==> config.mk <==
export PLATFORM = sky130hd
export DESIGN_NAME = stable_priority_queue_unit
export DESIGN_NICKNAME = d
export VERILOG_FILES = /design/src/sv/spq_pkg.sv /design/src/sv/stable_priority_queue_unit.sv /design/src/sv/spq_cell.sv
export SDC_FILE = /design/constraint.sdc
export NUM_CORES = 1
export LEC_CHECK = 0
export BUFFER_PORTS_ARGS = -buffer_cell sky130_fd_sc_hd__buf_2
export CORE_UTILIZATION = 62
export DETAILED_ROUTE_END_ITERATION = 12
export PLACE_DENSITY = 0.79
export REMOVE_ABC_BUFFERS = 1
export SLEW_MARGIN = 30
export SYNTH_ARGS = -nofsm -noshare
export SYNTH_HDL_FRONTEND = slang
export SYNTH_SLANG_ARGS = --single-unit
==> constraint.sdc <==
create_clock -name clk -period 3.3 [get_ports clk]
set_input_delay 0.33 -clock clk [delete_from_list [all_inputs] [get_ports clk]]
set_output_delay 0.33 -clock clk [all_outputs]
set_load 0.01 [all_outputs]
==> src/sv/spq_pkg.sv <==
// ----------------------------------------------------------------------------
// Stable priority queue package
// Sizes, status and operation codes, and the types shared by the queue cells
// and the top level.
// ----------------------------------------------------------------------------
package spq_pkg;

  // queue geometry
  localparam int DEPTH      = 16;
  localparam int FLOOR_BITS = 6;
  localparam int CNT_W      = $clog2(DEPTH + 1);

  // valid priority range, smaller number served first
  localparam logic [2:0] PRIO_MIN = 3'd1;
  localparam logic [2:0] PRIO_MAX = 3'd6;

  // request kinds on the input channel
  localparam logic FUNC_ENQ = 1'b0;
  localparam logic FUNC_DEQ = 1'b1;

  // result status codes
  localparam logic [1:0] ST_OK      = 2'd0;
  localparam logic [1:0] ST_EMPTY   = 2'd1;
  localparam logic [1:0] ST_FULL    = 2'd2;
  localparam logic [1:0] ST_BADPRIO = 2'd3;

  // per-cell operation broadcast to the whole row
  localparam logic [1:0] CELL_HOLD = 2'd0;
  localparam logic [1:0] CELL_ENQ  = 2'd1;
  localparam logic [1:0] CELL_DEQ  = 2'd2;

  // one stored lift request
  typedef struct packed {
    logic [2:0]            prio;
    logic                  dir;
    logic [FLOOR_BITS-1:0] floor;
  } entry_t;

  // command broadcast to every cell
  typedef struct packed {
    logic [1:0] op;
    entry_t     ent;
  } cell_cmd_t;

endpackage

==> src/sv/stable_priority_queue_unit.sv <==
// ----------------------------------------------------------------------------
// Stable priority queue unit
// Bounded sorted queue of lift requests built as a row of shifting cells.
// ----------------------------------------------------------------------------
// The unit takes one request per clock and returns one result for each, in the
// cycle after acceptance. Every cell compares the new priority against its own
// entry and shifts in the same cycle, so neither enqueue nor dequeue depends
// on the fill level; the only stall comes from the result register when the
// consumer holds out_tready low. Enqueues land behind every stored entry of
// equal or smaller priority number, so equal priorities leave in arrival
// order. Dequeue returns the head entry; an empty dequeue, an enqueue to a
// full queue and an enqueue with priority 0 or 7 return their status codes
// and leave the queue untouched. No clearing pass is needed after reset.
module stable_priority_queue_unit (
  input  logic        clk,
  input  logic        rst_n,
  // input request channel
  input  logic        in_tvalid,
  output logic        in_tready,
  input  logic [15:0] in_tdata,   // floor_in[5:0], dir_in[6], prio_in[9:7], zero[15:10]
  input  logic [0:0]  in_tuser,   // func[0]
  // result channel
  output logic        out_tvalid,
  input  logic        out_tready,
  output logic [15:0] out_tdata,  // floor_out[5:0], dir_out[6], prio_out[9:7],
                                  // fill_count[14:10], zero[15]
  output logic [1:0]  out_tuser   // status[1:0]
);
  import spq_pkg::*;

  // request decode
  logic       in_fire;
  logic       func;
  logic [5:0] floor_in;
  logic       dir_in;
  logic [2:0] prio_in;
  logic       prio_bad;
  logic       full;
  logic       empty;
  logic       enq_ok;
  logic       deq_ok;

  logic [CNT_W-1:0] count_r;
  logic [CNT_W-1:0] count_nxt;

  cell_cmd_t cmd;
  entry_t    cell_ent  [DEPTH];
  logic      cell_keep [DEPTH];

  logic       out_valid_r;
  logic       out_valid_nxt;
  logic [1:0] out_status_r;
  logic [1:0] out_status_nxt;
  entry_t     out_ent_r;
  entry_t     out_ent_nxt;

  assign func     = in_tuser[0];
  assign floor_in = in_tdata[5:0];
  assign dir_in   = in_tdata[6];
  assign prio_in  = in_tdata[9:7];

  assign in_tready = !out_valid_r || out_tready;
  assign in_fire   = in_tvalid && in_tready;

  assign prio_bad = (prio_in < PRIO_MIN) || (prio_in > PRIO_MAX);
  assign full     = (count_r == CNT_W'(DEPTH));
  assign empty    = (count_r == '0);
  assign enq_ok   = in_fire && (func == FUNC_ENQ) && !prio_bad && !full;
  assign deq_ok   = in_fire && (func == FUNC_DEQ) && !empty;

  // command broadcast to the row
  always_comb begin
    cmd.ent.prio  = prio_in;
    cmd.ent.dir   = dir_in;
    cmd.ent.floor = FLOOR_BITS'(floor_in);
    if (enq_ok) begin
      cmd.op = CELL_ENQ;
    end else if (deq_ok) begin
      cmd.op = CELL_DEQ;
    end else begin
      cmd.op = CELL_HOLD;
    end
  end

  // row of cells, head at cell 0
  for (genvar i = 0; i < DEPTH; i++) begin : g_cell
    entry_t left_ent;
    logic   left_keep;
    entry_t right_ent;

    if (i == 0) begin : g_head
      assign left_ent  = cmd.ent;
      assign left_keep = 1'b1;
    end else begin : g_mid
      assign left_ent  = cell_ent[i-1];
      assign left_keep = cell_keep[i-1];
    end

    if (i == DEPTH - 1) begin : g_tail
      assign right_ent = '0;
    end else begin : g_body
      assign right_ent = cell_ent[i+1];
    end

    spq_cell u_cell (
      .clk       (clk),
      .cmd       (cmd),
      .occ       (count_r > CNT_W'(i)),
      .left_ent  (left_ent),
      .left_keep (left_keep),
      .right_ent (right_ent),
      .ent       (cell_ent[i]),
      .keep      (cell_keep[i])
    );
  end

  // fill count
  always_comb begin
    count_nxt = count_r;
    if (enq_ok) begin
      count_nxt = count_r + CNT_W'(1);
    end else if (deq_ok) begin
      count_nxt = count_r - CNT_W'(1);
    end
  end

  // result register
  always_comb begin
    out_valid_nxt  = out_valid_r && !out_tready;
    out_status_nxt = out_status_r;
    out_ent_nxt    = out_ent_r;
    if (in_fire) begin
      out_valid_nxt = 1'b1;
      out_ent_nxt   = '0;
      if (func == FUNC_ENQ) begin
        if (prio_bad) begin
          out_status_nxt = ST_BADPRIO;
        end else if (full) begin
          out_status_nxt = ST_FULL;
        end else begin
          out_status_nxt = ST_OK;
        end
      end else begin
        if (empty) begin
          out_status_nxt = ST_EMPTY;
        end else begin
          out_status_nxt = ST_OK;
          out_ent_nxt    = cell_ent[0];
        end
      end
    end
  end

  always_ff @(posedge clk) begin
    if (!rst_n) begin
      count_r     <= '0;
      out_valid_r <= 1'b0;
    end else begin
      count_r     <= count_nxt;
      out_valid_r <= out_valid_nxt;
    end
  end

  always_ff @(posedge clk) begin
    out_status_r <= out_status_nxt;
    out_ent_r    <= out_ent_nxt;
  end

  // output packing; fill count reflects the state after the request
  assign out_tvalid = out_valid_r;
  assign out_tuser  = out_status_r;
  assign out_tdata  = {1'b0, 5'(count_r), out_ent_r.prio, out_ent_r.dir,
                       6'(out_ent_r.floor)};

  // checks
  a_count_bound: assert property (@(posedge clk) disable iff (!rst_n)
    count_r <= CNT_W'(DEPTH))
    else $error("fill count above depth");

  a_enq_grows: assert property (@(posedge clk) disable iff (!rst_n)
    enq_ok |=> count_r == $past(count_r) + CNT_W'(1))
    else $error("accepted enqueue did not grow the queue");

  a_empty_status: assert property (@(posedge clk) disable iff (!rst_n)
    in_fire && (func == FUNC_DEQ) && empty |=> out_status_r == ST_EMPTY && count_r == '0)
    else $error("empty dequeue reported wrong status");

  a_head_sorted: assert property (@(posedge clk) disable iff (!rst_n)
    count_r >= CNT_W'(2) |-> cell_ent[0].prio <= cell_ent[1].prio)
    else $error("head entries out of priority order");

  a_result_fresh: assert property (@(posedge clk) disable iff (!rst_n)
    in_fire |=> out_tvalid)
    else $error("accepted request produced no result");

endmodule

==> src/sv/spq_cell.sv <==
// ----------------------------------------------------------------------------
// Stable priority queue cell
// One slot of the sorted row. On enqueue it keeps its entry, takes the new
// request or takes its left neighbor's entry; on dequeue it takes its right
// neighbor's entry.
// ----------------------------------------------------------------------------
module spq_cell (
  input  logic              clk,
  input  spq_pkg::cell_cmd_t cmd,
  input  logic              occ,        // slot lies below the fill count
  input  spq_pkg::entry_t   left_ent,
  input  logic              left_keep,  // left slot stays put (tied high at head)
  input  spq_pkg::entry_t   right_ent,
  output spq_pkg::entry_t   ent,
  output logic              keep
);
  import spq_pkg::*;

  entry_t entry_r;
  entry_t entry_nxt;

  // stays put when it holds a request of equal or better priority
  assign keep = occ && (entry_r.prio <= cmd.ent.prio);
  assign ent  = entry_r;

  // slot update
  always_comb begin
    entry_nxt = entry_r;
    unique case (cmd.op)
      CELL_ENQ: begin
        if (keep) begin
          entry_nxt = entry_r;
        end else if (left_keep) begin
          entry_nxt = cmd.ent;
        end else begin
          entry_nxt = left_ent;
        end
      end
      CELL_DEQ: entry_nxt = right_ent;
      default:  entry_nxt = entry_r;
    endcase
  end

  always_ff @(posedge clk) begin
    entry_r <= entry_nxt;
  end

endmodule

### Word-level counts from Yosys, hierarchy flattened

Cells that the tools add are included.

* magnitude comparators: 34
* $add $sub $neg: 2
* bitwise gates (word level): 1
* muxes and demuxes: 56
* equality and inequality tests: 19
* reductions and logical operators: 50

Operator list (number)
* $pmux W10 S2: 16
* $mux W10: 31
* $le A3 B3 Y1: 16
* $gt A5 B4 Y1 const B: 8
* $ne A2 B2 Y1 const B: 16
* $reduce_and A2 Y1: 16
* $logic_and A1 B1 Y1: 23
* $gt A5 B3 Y1 const B: 4
* $gt A5 B1 Y1 const B: 2
* $gt A5 B2 Y1 const B: 2
* $mux W2: 5
* $mux W5: 2
* $add A5 B1 Y5 const B: 1
* $eq A5 B5 Y1 const B: 1
* $logic_not A1 Y1: 5
* $logic_not A5 Y1: 1
* $sub A5 B1 Y5 const B: 1
* $reduce_bool A2 Y1: 2
* $gt A3 B3 Y1 const B: 1
* $lt A3 B1 Y1 const B: 1
* $eq A2 B1 Y1 const B: 1
* $eq A2 B2 Y1 const B: 1
* $logic_or A1 B1 Y1: 2
* $mux W1: 2
* 2 further kinds: 2

* logic and storage cells: 216
* input port bits: 21
* flip-flop bits (word level): 178
* output and inout bits: 20

### Depth between registers and ports, before layout

Gate-level depths: netlist (run 1).

* depth in word-level cells: 10
* depth in mapped cells: 10
* gate-level depth less buffers: 7

### Cells and area by module

From an unflattened synthesis (run 1), not the netlist that was laid out.

* cell total of the unflattened synthesis: 1049
* area, all modules: 10968.0 sq um

Modules (own cells, without submodules)
* spq_cell: cells an instance 58, area each 615.6 sq um, seq. area each 300.3 sq um, times used 16
* stable_priority_queue_unit: cells an instance 121, area each 1118.6 sq um, seq. area each 480.5 sq um, times used 1

### Worst setup path before layout (run 1)

No wires, ideal clock.

* kind: reg2reg
* start point: register count_r[0]
* end point: register g_cell[12].u_cell.entry_r (netlist bit g_cell[12].u_cell.ent[0]), enable pin
* stages on the path, launching flop included: 11
* library setup time: 376 ps
* clock period less this slack: 2980 ps
* data required time: 2924 ps
* arrival: 2604 ps
* buffers on the path: 4
* path slack: 320 ps
* path through: dfxtp_1 -> clkbuf_1 -> inv_1 -> ha_1 -> or4b_4 -> and4_4 -> buf_6 -> clkbuf_1 -> buf_2 -> nor2_1 -> nor2_1

* cells in the longest elaborated chain, start to end: 8
* elaborated cells on any way between the ends: 15
* classes of those cells: order compare: 1; eq/ne: 4; mux: 2; reduce/logical: 8

RTL lines
* start, declared: RTL line stable_priority_queue_unit.sv:43 `logic [CNT_W-1:0] count_r;`
* start signal, assigned: RTL line stable_priority_queue_unit.sv:159 `count_r <= count_nxt;`
* $logic_not A5 Y1: RTL line stable_priority_queue_unit.sv:67 `assign empty = (count_r == '0);`
* $logic_not A1 Y1: RTL line stable_priority_queue_unit.sv:69 `assign deq_ok = in_fire && (func == FUNC_DEQ) && !empty;`
* $logic_and A1 B1 Y1: RTL line stable_priority_queue_unit.sv:69
* $mux W2: RTL line stable_priority_queue_unit.sv:78 `end else if (deq_ok) begin`
* $mux W2: RTL line stable_priority_queue_unit.sv:76 `if (enq_ok) begin`
* $eq A2 B1 Y1 / $eq A2 B2 Y1 (equally long branches): RTL line spq_cell.sv:29 `unique case (cmd.op)`
* $ne A2 B2 Y1 (no line) / $reduce_bool A2 Y1 (equally long branches)
* $reduce_and A2 Y1 (no line) *
* end signal, assigned: RTL line spq_cell.sv:45 `entry_r <= entry_nxt;`
* end, declared: RTL line spq_cell.sv:19 `entry_t entry_r;`

Mark *: on every way between the ends. The rest lies on a longest branch, timed or not.
A chain may end at the register's enable or synchronous reset.

==> results.sh, run 1 <==
export IMPL_post_route_period_util=0.888
export IMPL_synthesis_area_sq_um=10000
export IMPL_dp_hpwl_mm=16.6
export IMPL_p_sw_frac=0.343
export IMPL_die_h_um=129
export IMPL_tightest_slew_ns=0.656
export IMPL_sequentialPowerShare=0.432
export IMPL_path_delay_family="simple AND/OR/NAND/NOR gates"
export IMPL_worstSetupEndpointType="flop"
export IMPL_first_global_vias=7818
export IMPL_layout_area_overhead_vs_synth_pct=10.8
export IMPL_power_share_clock=0.237
export IMPL_cts_resized=0
export IMPL_largest_net_degree_at_the_start_of_global_routing=63
export IMPL_numCtsBuffers=17
export IMPL_core_sq_um=15800
export IMPL_synth_edf_count=172
export IMPL_crit_required_ns=3.54
export IMPL_criticalPathCategory="flop to flop"
export IMPL_p_comb_frac=0.331
export IMPL_crit_start="count_r[0]"
export IMPL_asyncSetResetFlopFracSynth=0
export IMPL_yosysWarnings=0
export IMPL_power_switching_mw=2.88
export IMPL_regToRegEndpoint="g_cell[6].u_cell.ent[6]"
export IMPL_top_level_ports=41
export IMPL_placement_setup_worst_slack_ns=0.482
export IMPL_grt_pass1_wl_mm=39.3
export IMPL_yosysTopAreaCell="edfxtp_1"
export IMPL_worst_r2r_setup_slack_ns=0.37
export IMPL_num_nets_final=1075
export IMPL_io_buffers=33
export IMPL_endpoints_failing_setup=0
export IMPL_fin_crit_ns=2.93
export IMPL_placed_cell_area_sq_um=10500
export IMPL_detailedRoute_firstIterationViolations=807
export IMPL_maxCapViolCount=0
export IMPL_power_ir_vdd_worst_mv=0.431
export IMPL_timing_clock_skew_ns=0.0102
export IMPL_route_detailed_drc=0
export IMPL_tritoncts="done"
export IMPL_crit_path_end="g_cell[6].u_cell.ent[6]"
export IMPL_clkTransAtPathRegs_ns=0.07
export IMPL_drive_above_1_share=0.123
export IMPL_final_max_slew_viol_count=0
export IMPL_worst_path_buf_inv=3
export IMPL_finalHoldViolCount=0
export IMPL_routed_wl_mm=24.5
export IMPL_maxClockFrequency_mhz=341
export IMPL_worst_path_max_fanout=54
export IMPL_antenna_left=0
export IMPL_std_cell_rows=46
export IMPL_status="complete, no violations"
export IMPL_clock_insertion_delay_worst_skew_ns=0.44
export IMPL_iteration_count_of_the_initial_detailed_routing_pass=5
export IMPL_synth_area_per_cell_sq_um=10.3
export IMPL_netlist_cell_type_count=49
export IMPL_filler_cells_inserted=1156
export IMPL_relSlewSlack=0.562
export IMPL_clock_tree_root_cell="clkbuf_16"
export IMPL_avgRoutedWirePerCell_um=19.9
export IMPL_cts_hold_fix_buffers=0
export IMPL_unrepaired_setup_endpoints_after_global_routing="false"
export IMPL_timing_hold_worst_class="primary input to flop"
export IMPL_yosys_register_bits=178
export IMPL_postSynth_topFlopCell="edfxtp_1"
export IMPL_power_per_unit_of_standard_cell_area_nw_per_um2=756
export IMPL_postSynthCellCount=977
export IMPL_reg2regPathDepth=8
export IMPL_yosysMostFrequentCell="edfxtp_1"
export IMPL_dieArea_sq_um=16700
export IMPL_gp_congestion=0.858
export IMPL_critPathSlowestCell="or4b_4"
export IMPL_synth_yosys_seq_area_share=0.528
export IMPL_synth_top_cell_area_share=0.516
export IMPL_cts_setup_buffers=0
export IMPL_post_route_cell_area_sq_um=11100
export IMPL_grt_overflow=0
export IMPL_total_leakage_power_nw=4.21
export IMPL_critical_path_arrival_ns=3.17
export IMPL_timing_critical_path_slowest_cell_delay_ns=0.59
export IMPL_cp_num_cells=8
export IMPL_chipWidth_um=129
export IMPL_grtUsageTotal=0.310
export IMPL_power_internal_mw=5.51
export IMPL_routed_via_count=8019
export IMPL_route_detailed_vias_per_inst=6.52
export IMPL_synth_commonest_cells="edfxtp_1 (172), nand2_1 (160), nand3_1 (137)"
export IMPL_crit_path_cell_trace="inv_1 -> ha_1 -> or4b_4 -> nand4_4 -> buf_12 -> buf_4 -> nand2_1 -> o211ai_1"
export IMPL_grt_antenna_before_repair=2
export IMPL_critical_path_reg2reg_startpoint="count_r[0]"
export IMPL_synthTopCellsByArea="edfxtp_1 (52%), o211ai_1 (8.2%), nand3_1 (6.8%)"
export IMPL_floorplan_initialDensity=0.633
export IMPL_cts_htree_levels=4
export IMPL_tritoncts_num_sinks=178
export IMPL_clock_tree_buffer_depth=2
export IMPL_post_route_worst_setup_slack_ns=0.369
export IMPL_nature_of_the_critical_path_startpoint="flop"
through the flow:
| stage | total power, mW | std cells | hold slack, ns | setup TNS [ns] | util |
|---|---|---|---|---|---|
| after floorplan | 5.41 | 893 | 0.446 | -319.87 | - |
| after global placement | 6.25 | 1196 | 0.529 | 0 | 0.665 |
| after detailed placement | 6.37 | 1197 | 0.542 | 0 | 0.665 |
| after CTS | 8.36 | 1229 | 0.170 | 0 | 0.701 |
| after global routing | 8.82 | 1229 | 0.186 | 0 | 0.701 |
| final | 8.39 | 1230 | 0.180 | 0 | 0.701 |
layer usage:
layer	track usage	routed length, um
met4	0.137	729
met2	0.506	11600
met5	0	0
met1	0.412	10600
met3	0.0487	1510
layout make-up:
type | count | area (sq um) | share of cell area
clock buffer | 17 | 425 | 0.0383
multi-input combinational | 677 | 4210 | 0.380
inverter | 38 | 143 | 0.0129
antenna | 1 | 2.50 | 0.000226
tap | 216 | 270 | 0.0244
timing repair buffer | 88 | 613 | 0.0553
clock inverter | 15 | 143 | 0.0129
sequential | 178 | 5290 | 0.476
cells by family (layout without fill, tap and decap cells):
| logic type | Yosys count | after routing | synth area share |
|---|---|---|---|
| buffers and inverters | 122 | 158 | 0.0528 |
| DFF | 178 | 178 | 0.528 |
| adders and majority gates | 54 | 54 | 0.0674 |
| other | 1 | 2 | 0.000374 |
| AOI/OAI and AO/OA | 217 | 217 | 0.156 |
| muxes | 20 | 20 | 0.0200 |
| xor gates and xnor gates | 2 | 2 | 0.00175 |
| and+or+nand+nor | 383 | 383 | 0.174 |
sequential cells by signal, indices dropped and copies added (netlist names):
| name | flops |
|---|---|
| count_r | 5 |
| g_cell.u_cell.ent | 160 |
| out_tdata | 10 |
| out_tuser | 2 |
| out_tvalid | 1 |
how the worst min path moves through the flow:
stage	start	to	slack, ns	depth (start not counted)
6_report	rst_n	count_r[4]	0.18	2
5_1_grt	rst_n	count_r[4]	0.19	2
4_1_cts	rst_n	count_r[1]	0.17	3
3_5_place_dp	g_cell[15].u_cell.ent[0]	g_cell[14].u_cell.ent[0]	0.54	2
3_3_place_gp	g_cell[15].u_cell.ent[6]	g_cell[14].u_cell.ent[6]	0.53	2
2_1_floorplan	rst_n	count_r[1]	0.45	2
power groups by stage:
stage               sequential [mW]  combinational [mW]  clock, mW
floorplan                      3.59                1.82          0
global placement               3.66                2.59          0
detailed placement             3.66                2.71          0
CTS                            3.62                2.74       2.00
global route                   3.68                3.07       2.07
finish                         3.63                2.77       1.99
cell usage in the layout, fill, tap and decap left out, drive strengths merged, types with 5 or more instances in the layout:
cell type    n
ha          54
o21ai       31
clkbuf      17
o221ai      12
a21oi       20
nand2      160
buf         88
o211ai     109
mux2i       20
edfxtp     172
nor2        41
nand3      137
inv         39
and2        12
clkinv       5
a211oi      14
a221o       11
clkinvlp     7
dfxtp        6
o21a         5
and3        13
nor3         5
Note: power is estimated with default switching activity, not from simulation.
==> run 2: changes to the inputs <==
--- a/config.mk
+++ b/config.mk
@@ -6,11 +6,12 @@
 export NUM_CORES = 1
 export LEC_CHECK = 0
 export BUFFER_PORTS_ARGS = -buffer_cell sky130_fd_sc_hd__buf_2
-export CORE_UTILIZATION = 62
+export CORE_UTILIZATION = 63
 export DETAILED_ROUTE_END_ITERATION = 12
-export PLACE_DENSITY = 0.79
+export PLACE_DENSITY = 0.8
 export REMOVE_ABC_BUFFERS = 1
 export SLEW_MARGIN = 30
 export SYNTH_ARGS = -nofsm -noshare
 export SYNTH_HDL_FRONTEND = slang
+export SYNTH_HIERARCHICAL = 1
 export SYNTH_SLANG_ARGS = --single-unit
==> constraint.sdc (replaced) <==
create_clock -name clk -period 3.3 [get_ports clk]
set_input_delay 0.66 -clock clk [delete_from_list [all_inputs] [get_ports clk]]
set_output_delay 0.66 -clock clk [all_outputs]
set_load 0.01 [all_outputs]
==> run 2 against run 1 <==
  * Flip-flop and latch count is the same
  * Clock-buffer cell count is the same
  * Global-route usage fell by 2.7 points
  * Via count decreased by 1.9%
  * Sequential power is 2% higher
  * Core utilization increased by 0.89 points
  * First-iteration DRC count is 20% lower
  * Design area is 7.2% higher
  * Worst hold slack improved by 0.36 ns
  * Clock power decreased by 2%
  * Die area grew 7.6%
  * Setup slack better by 0.11 ns
  * Critical path type unchanged
  * Largest power group unchanged
==> results.sh, run 2 <==
export IMPL_critical_path_arrival_ns=2.89
export IMPL_die_h_um=134
export IMPL_unrepaired_setup_endpoints_after_global_routing="false"
export IMPL_fin_crit_ns=2.82
export IMPL_antennaDiodeCount=0
export IMPL_clock_tree_root_cell="clkbuf_16"
export IMPL_clkTransAtPathRegs_ns=0.07
export IMPL_cts_htree_levels=4
export IMPL_most_common_layout_cells="nand2_1 (189), o21ai_1 (176), edfxtp_1 (172), mux2i_1 (163), inv_1 (55)"
export IMPL_tns_ns=0
export IMPL_synth_area_per_cell_sq_um=10.5
export IMPL_power_switching_mw=2.75
export IMPL_maxCapViolCount=0
export IMPL_tritoncts_num_sinks=178
export IMPL_layout_cells_most_common="nand2_1"
export IMPL_ff_latch_area_sq_um=5290
export IMPL_cts_setup_buffers=0
export IMPL_sequentialPowerShare=0.448
export IMPL_criticalPathCategory="flop to flop"
export IMPL_clock_tree_buffer_depth=2
export IMPL_synthesis_area_sq_um=11000
export IMPL_antenna_left=0
export IMPL_power_internal_mw=5.52
export IMPL_gp_congestion=0.923
export IMPL_core_sq_um=16800
export IMPL_cts_resized=0
export IMPL_final_hold_slack_ns=0.536
export IMPL_timing_clock_skew_ns=0.0114
export IMPL_status="complete, no violations"
export IMPL_detailedRoute_firstIterationViolations=643
export IMPL_nature_of_the_critical_path_startpoint="flop"
export IMPL_grt_overflow=0
export IMPL_total_leakage_power_nw=4.36
export IMPL_final_max_slew_viol_count=0
export IMPL_critPathSlowestCell="or4b_4"
export IMPL_numCtsBuffers=17
export IMPL_tritoncts="done"
export IMPL_avgRoutedWirePerCell_um=18.4
export IMPL_worstSetupEndpointType="flop"
export IMPL_route_detailed_vias_per_inst=5.97
export IMPL_power_ir_vdd_worst_mv=0.445
export IMPL_std_cell_rows=47
export IMPL_timing_critical_path_slowest_cell_delay_ns=0.55
export IMPL_grtUsageTotal=0.283
export IMPL_routed_wl_mm=24.2
export IMPL_filler_cells_inserted=1210
export IMPL_floorplan_initialDensity=0.654
export IMPL_largest_net_degree_at_the_start_of_global_routing=28
export IMPL_dieArea_sq_um=17900
export IMPL_p_sw_frac=0.332
export IMPL_crit_path_cell_trace="inv_1 -> ha_1 -> or4b_4 -> nand4_2 -> inv_1 -> buf_12 -> nor2b_1 -> nor2b_1 -> a311o_1"
export IMPL_clock_insertion_delay_worst_skew_ns=0.44
export IMPL_io_buffers=33
export IMPL_top_level_ports=41
export IMPL_grt_pass1_wl_mm=38.8
export IMPL_routed_via_count=7866
export IMPL_power_share_clock=0.236
export IMPL_post_route_worst_setup_slack_ns=0.484
export IMPL_endpoints_failing_setup=0
export IMPL_p_comb_frac=0.316
export IMPL_relSlewSlack=0.569
export IMPL_drive_above_1_share=0.101
export IMPL_power_per_unit_of_standard_cell_area_nw_per_um2=695
export IMPL_multi_input_comb_area_sq_um=5150
export IMPL_placement_setup_worst_slack_ns=0.197
export IMPL_num_nets_final=1159
export IMPL_route_detailed_drc=0
export IMPL_first_global_vias=7355
export IMPL_maxClockFrequency_mhz=355
export IMPL_worst_path_max_fanout=27
export IMPL_flip_flop_count_of_the_largest_register_after_layout=160
export IMPL_iteration_count_of_the_initial_detailed_routing_pass=5
export IMPL_timing_hold_worst_class="primary input to flop"
export IMPL_crit_required_ns=3.38
export IMPL_layout_area_overhead_vs_synth_pct=8.55
export IMPL_postSynthCellCount=1048
export IMPL_cts_hold_fix_buffers=0
export IMPL_yosysWarnings=6
export IMPL_grt_antenna_before_repair=0
export IMPL_tightest_slew_ns=0.639
export IMPL_dp_hpwl_mm=17.2
export IMPL_finalHoldViolCount=0
export IMPL_post_route_period_util=0.853
export IMPL_chipWidth_um=134
[run 2: layout make-up]
type,count,area share
flip-flops and latches,178,0.444
multi-input cells,769,0.433
clock buffers,17,0.0358
repair buffers,63,0.0349
well taps,220,0.0231
inverters,55,0.0174
clock inverters,15,0.0118
[run 2: final timing paths]
check                                        startpoint                       to  slack, ns  depth (start not counted)
worst max-delay path                         count_r[0]  g_cell[9].u_cell/ent[2]       0.48                          9
worst min-delay path                          in_tvalid               out_tvalid       0.54                          3
worst max register to register               count_r[0]  g_cell[9].u_cell/ent[2]       0.48                          9
worst min register to register  g_cell[3].u_cell/ent[5]  g_cell[2].u_cell/ent[5]       0.56                          2
[run 2: per-stage QoR]
step	utilization	instance area, sq um	cells	power [mW]
final	0.710	11900	1317	8.26
after global routing	0.710	11900	1317	8.69
after CTS	0.710	11900	1317	8.24
after detailed placement	0.676	11300	1285	6.29
after global placement	0.676	11300	1285	6.16
after floorplan	-	10600	1002	5.48
[run 2: power by group through the flow]
| stage | sequential, mW | clock, mW | combinational (mW) |
|---|---|---|---|
| finish | 3.70 | 1.95 | 2.61 |
| CTS | 3.69 | 1.97 | 2.59 |
| detailed placement | 3.73 | 0 | 2.56 |
| global route | 3.74 | 2.06 | 2.89 |
| global placement | 3.71 | 0 | 2.46 |
| floorplan | 3.59 | 0 | 1.89 |
[run 2: critical path: cells and delay by family, from the launching register on]
kind	cells	cell delay (ns)
compound gates	1	0.46
flops	1	0.31
buf+inv	3	0.49
simple gates	4	1.00
fa+ha+maj	1	0.17
[run 2: metal layers]
layer / part of all wire / global-route usage
met1: 0.46 / 0.408
met2: 0.45 / 0.438
met3: 0.063 / 0.0404
met4: 0.026 / 0.104
met5: 0 / 0
